[src/rtl/rwbc_pkg.sv]
// Package: shared opcodes, state, event codes and control/status structs.
package rwbc_pkg;

  localparam int DATA_W = 64;

  typedef enum logic [5:0] {
    OP_CONST = 6'd0,  OP_MOVR  = 6'd1,  OP_MOVI  = 6'd2,  OP_ADDRR = 6'd3,
    OP_MULRR = 6'd4,  OP_EQRR  = 6'd5,  OP_NERR  = 6'd6,  OP_ADDRI = 6'd7,
    OP_MULRI = 6'd8,  OP_EQRI  = 6'd9,  OP_NERI  = 6'd10, OP_SUBRR = 6'd11,
    OP_DIVRR = 6'd12, OP_MODRR = 6'd13, OP_LTRR  = 6'd14, OP_LERR  = 6'd15,
    OP_SUBRI = 6'd16, OP_DIVRI = 6'd17, OP_MODRI = 6'd18, OP_LTRI  = 6'd19,
    OP_LERI  = 6'd20, OP_SUBIR = 6'd21, OP_DIVIR = 6'd22, OP_MODIR = 6'd23,
    OP_LTIR  = 6'd24, OP_LEIR  = 6'd25, OP_NEG   = 6'd26, OP_NOT   = 6'd27,
    OP_JMP   = 6'd28, OP_JT    = 6'd29, OP_JF    = 6'd30, OP_CALL  = 6'd31,
    OP_RETR  = 6'd32, OP_RETI  = 6'd33, OP_LOOP  = 6'd34, OP_EXIT  = 6'd35,
    OP_IN    = 6'd36, OP_OUT   = 6'd37
  } op_t;

  // First opcode with no meaning; it and all above it fault.
  localparam logic [5:0] OP_FIRST_BAD = 6'd38;

  typedef enum logic [1:0] {
    EV_NONE  = 2'd0,
    EV_OUT   = 2'd1,
    EV_EXIT  = 2'd2,
    EV_FAULT = 2'd3
  } ev_t;

  typedef enum logic [2:0] {
    ST_CLEAR, ST_IDLE, ST_READ, ST_OPER, ST_MUL, ST_DSTART, ST_DWAIT, ST_COMMIT
  } state_t;

  typedef struct packed {
    logic       clr_en;
    logic       load;
    logic       oper_cap;
    logic       mul_en;
    logic [1:0] mul_phase;
    logic       div_start;
    logic       commit;
  } ctrl_cmd_t;

  typedef struct packed {
    logic clr_last;
    logic is_mul;
    logic is_div;
    logic y_zero;
    logic div_done;
    logic out_free;
  } dp_stat_t;

endpackage

[src/rtl/rwbc_ctrl.sv]
// Controller: sequences clearing, operand read, multiply, divide and commit.
module rwbc_ctrl
  import rwbc_pkg::*;
(
  input  logic      clk,
  input  logic      rst,
  input  logic      in_valid,
  output logic      in_ready,
  input  dp_stat_t  stat,
  output ctrl_cmd_t cmd
);

  state_t     state, state_next;
  logic [1:0] phase, phase_next;

  always_ff @(posedge clk) begin
    if (rst) begin
      state <= ST_CLEAR;
      phase <= '0;
    end else begin
      state <= state_next;
      phase <= phase_next;
    end
  end

  always_comb begin
    state_next    = state;
    phase_next    = phase;
    cmd           = '0;
    cmd.mul_phase = phase;
    in_ready      = 1'b0;
    case (state)
      ST_CLEAR: begin
        cmd.clr_en = 1'b1;
        if (stat.clr_last) state_next = ST_IDLE;
      end
      ST_IDLE: begin
        in_ready = 1'b1;
        if (in_valid) begin
          cmd.load   = 1'b1;
          state_next = ST_READ;
        end
      end
      ST_READ: state_next = ST_OPER;
      ST_OPER: begin
        cmd.oper_cap = 1'b1;
        phase_next   = '0;
        if (stat.is_div && !stat.y_zero) state_next = ST_DSTART;
        else if (stat.is_mul)            state_next = ST_MUL;
        else                             state_next = ST_COMMIT;
      end
      ST_MUL: begin
        cmd.mul_en = 1'b1;
        phase_next = phase + 1'b1;
        if (phase == 2'd2) state_next = ST_COMMIT;
      end
      ST_DSTART: begin
        cmd.div_start = 1'b1;
        state_next    = ST_DWAIT;
      end
      ST_DWAIT: begin
        if (stat.div_done) state_next = ST_COMMIT;
      end
      ST_COMMIT: begin
        if (stat.out_free) begin
          cmd.commit = 1'b1;
          state_next = ST_IDLE;
        end
      end
      default: state_next = ST_IDLE;
    endcase
  end

endmodule

[config.mk]
export PLATFORM = sky130hd
export DESIGN_NAME = rwbc_ctrl
export DESIGN_NICKNAME = d
export VERILOG_FILES = /design/src/rtl/rwbc_pkg.sv /design/src/rtl/rwbc_ctrl.sv
export SDC_FILE = /design/constraint.sdc
export NUM_CORES = 1
export LEC_CHECK = 0
export ABC_AREA = 1
export BUFFER_PORTS_ARGS = -buffer_cell sky130_fd_sc_hd__buf_2
export CAP_MARGIN = 25
export CORE_AREA = 2 2 39 41
export CTS_CLUSTER_DIAMETER = 50
export DETAILED_ROUTE_END_ITERATION = 8
export DIE_AREA = 0 0 41 43
export SLEW_MARGIN = 40
export SYNTH_ARGS = -nofsm -noshare
export SYNTH_HDL_FRONTEND = slang
export SYNTH_SLANG_ARGS = --single-unit
export TNS_END_PERCENT = 1
[constraint.sdc]
create_clock -name clk -period 2 [get_ports clk]
set_input_delay 0.3 -clock clk [delete_from_list [all_inputs] [get_ports clk]]
set_output_delay 0.3 -clock clk [all_outputs]
set_load 0.005 [all_outputs]
# After elaboration in Yosys (flattened, before gate mapping)
# Cells that the tools add are included.
# word_totals
out_inout_bits	9
inputBits	9
ff_bits	5
# op_classes
n_reduce_logical	5
mux	18
n_eq_ne	13
addsub	1
# op_table
op	count
$pmux 3 s8	1
$mux 3	6
$eq 3x3->1 const B	4
$ne 2x2->1 const B	5
$mux 1	9
$eq 3x2->1 const B	2
$reduce_and 5->1	1
$pmux 2 s2	1
$eq 3x1->1 const B	1
$logic_not 3->1	1
$add 2x1->2 const B	1
$eq 2x2->1 const B	1
$mux 2	1
$reduce_bool 2->1	1
$logic_and 1x1->1	1
$logic_not 1->1	1

# Depth between registers and ports, before layout
# depth
ltp_word	4
mapped_depth	9
mapped_depth_nobuf	9

# Worst setup path after synthesis
# OpenSTA, ideal clock, no wires.
# synth_timing
kind	register to output
startpoint	register, netlist name phase[0]
endpoint	output port cmd[0] in the netlist's numbering
path_buffers	0
required_time_ns	1.700
path_stages_with_launch	9
path_slack_ns	0.708
t_arrival_ns	0.992
cell_sequence	dfxtp_1 > inv_1 > ha_1 > nand2_1 > nand3_1 > nand2_1 > inv_1 > nand2_1 > nor3_1
# synth_lines
item	line_no	rtl
end, declared	rwbc_ctrl.sv:10	output ctrl_cmd_t cmd

==> impl_metrics.tcl <==
set metrics [dict create \
    clock_sinks 5 \
    fin_cells 103 \
    post-route-min-period_ns 1.79 \
    cts_tree "built" \
    antenna_found_initial 0 \
    synth_compound_area_share_pct 12.2 \
    final_util_pct 37.6 \
    ys_ff_latch 5 \
    synthesis.nets 78 \
    hpwl_um 690 \
    cts_buffers 3 \
    postRouteAntennaNets 0 \
    clock.fmax_ghz 0.558 \
    p_sw_share_pct 45.1 \
    start_util_pct 29.7 \
    syn_area_per_cell_um2 6.05 \
    yosys.area.top_type "dfxtp_1" \
    hold_viol 0 \
    fin_setup_tns_ns 0 \
    diodes 0 \
    cap_violations 0 \
    drt-initial-drc-count 4 \
    placed_area_um2 494 \
    placed_cells 99 \
    core_area_um2 1380 \
    hold_class "in2reg" \
    clkLatencyLatePin_ns 0.23 \
    yosysSeqAreaShare_pct 24.3 \
    ff2ff_path_depth 7 \
    intPower_mw 0.328 \
    synthTopCellsByCount "inv_1 (14), nand2_1 (14), nor2_1 (9)" \
    synthTopCellsByArea "dfxtp_1 (24%), inv_1 (13%), nand2_1 (13%), nor2_1 (8.2%), a21oi_1 (6.1%)" \
    synthAdderAreaFrac_pct 3.04 \
    crit_chain "inv_1 -> nand3_2 -> nor2_1 -> nor2_2 -> nand2_1 -> nor3_1 -> buf_2" \
    grt_max_degree 10 \
    grt_setup_unrepaired "false" \
    synthSimpleGateAreaFrac_pct 41.3 \
    cts_root_buffer "clkbuf_4" \
    muxShareOfSynthArea_pct 0 \
    grt_first_pass_wirelength_um 1390 \
    die_h_um 43 \
    peakVddDrop_uv 456 \
    totalPowerFinal_mw 0.598 \
    gp_congestion 0.739 \
    cts_resized 0 \
    setup_ws_ns 0.209 \
    area_growth_pct 26.4 \
    pwr-share-seq_pct 31.3 \
    cpPeakStageDelay_ns 0.52 \
    p_comb_share_pct 49.9 \
    grt_pass1_vias 388 \
    ys_warn_count 0 \
    final.period_utilization_pct 89.5 \
    synth_edf_count 0 \
    synth-xor-area-share_pct 0 \
    hold_depth 2 \
    vias 449 \
    fin_nets 98 \
    syn_area_um2 412 \
    slew_headroom_pct 76.7 \
    synth_top_area_share_pct 24.3 \
    pre_cts_slack_ns 0.473 \
    grt_overflow_total 0 \
    critical_path.max_fanout 9 \
    worstSetupPathType "reg2out" \
    drt_first_pass_iters 4 \
    synth_top_family_by_area "simple AND/OR/NAND/NOR gates" \
    hold_ws_ns 0.255 \
    critPathRequiredTime_ns 1.70 \
    synth.lib_cells_used.distinct 20 \
    clk_pin_slew_worst_paths_ns 0.04 \
    drc 0 \
    pwr-share-clk_pct 18.8 \
    slew_viol_final 0 \
    vias_per_cell 4.36 \
    design_area_um2 520 \
    die_area_um2 1760 \
    syn_inst 68 \
    critPathArrivalTime_ns 1.49 \
    fin_skew_ns 0.00141 \
    crit_slowest_cell "dfxtp_1" \
    clk_path_buf_depth 2 \
    cts_hold_buffers 0 \
    start_kind "register" \
    std_cell_rows 14 \
    tightest_slew_ns 0.348 \
    synth-main-ff-cell "dfxtp_1" \
    setup_violations 0 \
    drive_gt1_share_pct 28.7 \
    worst_setup_path_end_kind "primary output" \
    dieWidth_um 41 \
    wirelength_um 831 \
    powerDensity_nw_per_um2 1150 \
    wl_per_cell_um 8.07 \
    io_buffer_count 17 \
    postCtsSetupBuffers 0 \
    async_reset_ff_share_pct 0 \
    gr-usage-all-layers_pct 11.0 \
    status "complete, no violations" \
    io-pin-count 18 \
    leakage_nw 0.306 \
    p_sw_mw 0.269 \
    ctsHtreeMaxLevel 1 \
]
-- cells by family after synthesis --
logic type,Yosys count
buffers and inverters,17
adders and majority gates,1
and+or+nand+nor,36
DFF,5
AOI/OAI and AO/OA,9
-- sequential cells by signal, indices dropped and copies added (netlist names) --
| name | count |
|---|---|
| state | 3 |
| phase | 2 |
-- critical path, delay by kind of cell (launching register included) --
family	cells	cell delay, ns
buffers and inverters	2	0.27
AND/OR/NAND/NOR	5	0.46
flip-flops	1	0.52
-- layout by cell type (no fill, tap or decap) --
cell type,instances
buf_2,17
nand2_1,14
inv_1,14
nor2_1,9
a21oi_1,5
dfxtp_1,5
nand3_1,4
clkbuf_4,3
nor3_1,2
o21ai_0,2
nor2_4,1
inv_2,1
nand2_2,1
nand3_2,1
nand3b_1,1
nor2_2,1
or2_0,1
a211oi_1,1
nand4_1,1
o21bai_1,1
ha_1,1
clkbuf_1,1
-- metal layers --
| layer | up-vias | track usage, % | routed length, um |
|---|---|---|---|
| li1 | 252 | - | - |
| met1 | 184 | 14.6 | 436 |
| met2 | 13 | 16.3 | 330 |
| met3 | 0 | 4.71 | 64 |
| met4 | 0 | 2.00 | 0 |
| met5 | - | 0 | 0 |
-- final cells by class --
type	instances	area (um^2)
fillers	151	863
multi-input cells	46	233
flip-flops and latches	5	100
repair buffers	17	85.1
inverters	15	56.3
clock buffers	4	26.3
well taps	16	20.0
-- worst paths after layout --
| check | from | endpoint | slack (ns) |
|---|---|---|---|
| worst max register to register | state[1] | state[1] | 0.76 |
| worst min register to register | phase[1] | phase[1] | 0.50 |
| worst min-delay path | rst | phase[1] | 0.25 |
| worst max-delay path | state[1] | cmd[0] | 0.21 |
-- power by group through the flow --
stage	clock, mW	sequential [mW]	combinational (mW)
floorplan	0	0.145	0.286
global placement	0	0.188	0.306
detailed placement	0	0.189	0.300
CTS	0.119	0.187	0.301
global route	0.123	0.194	0.352
finish	0.112	0.187	0.298
Power figures use the tool's default switching activity.
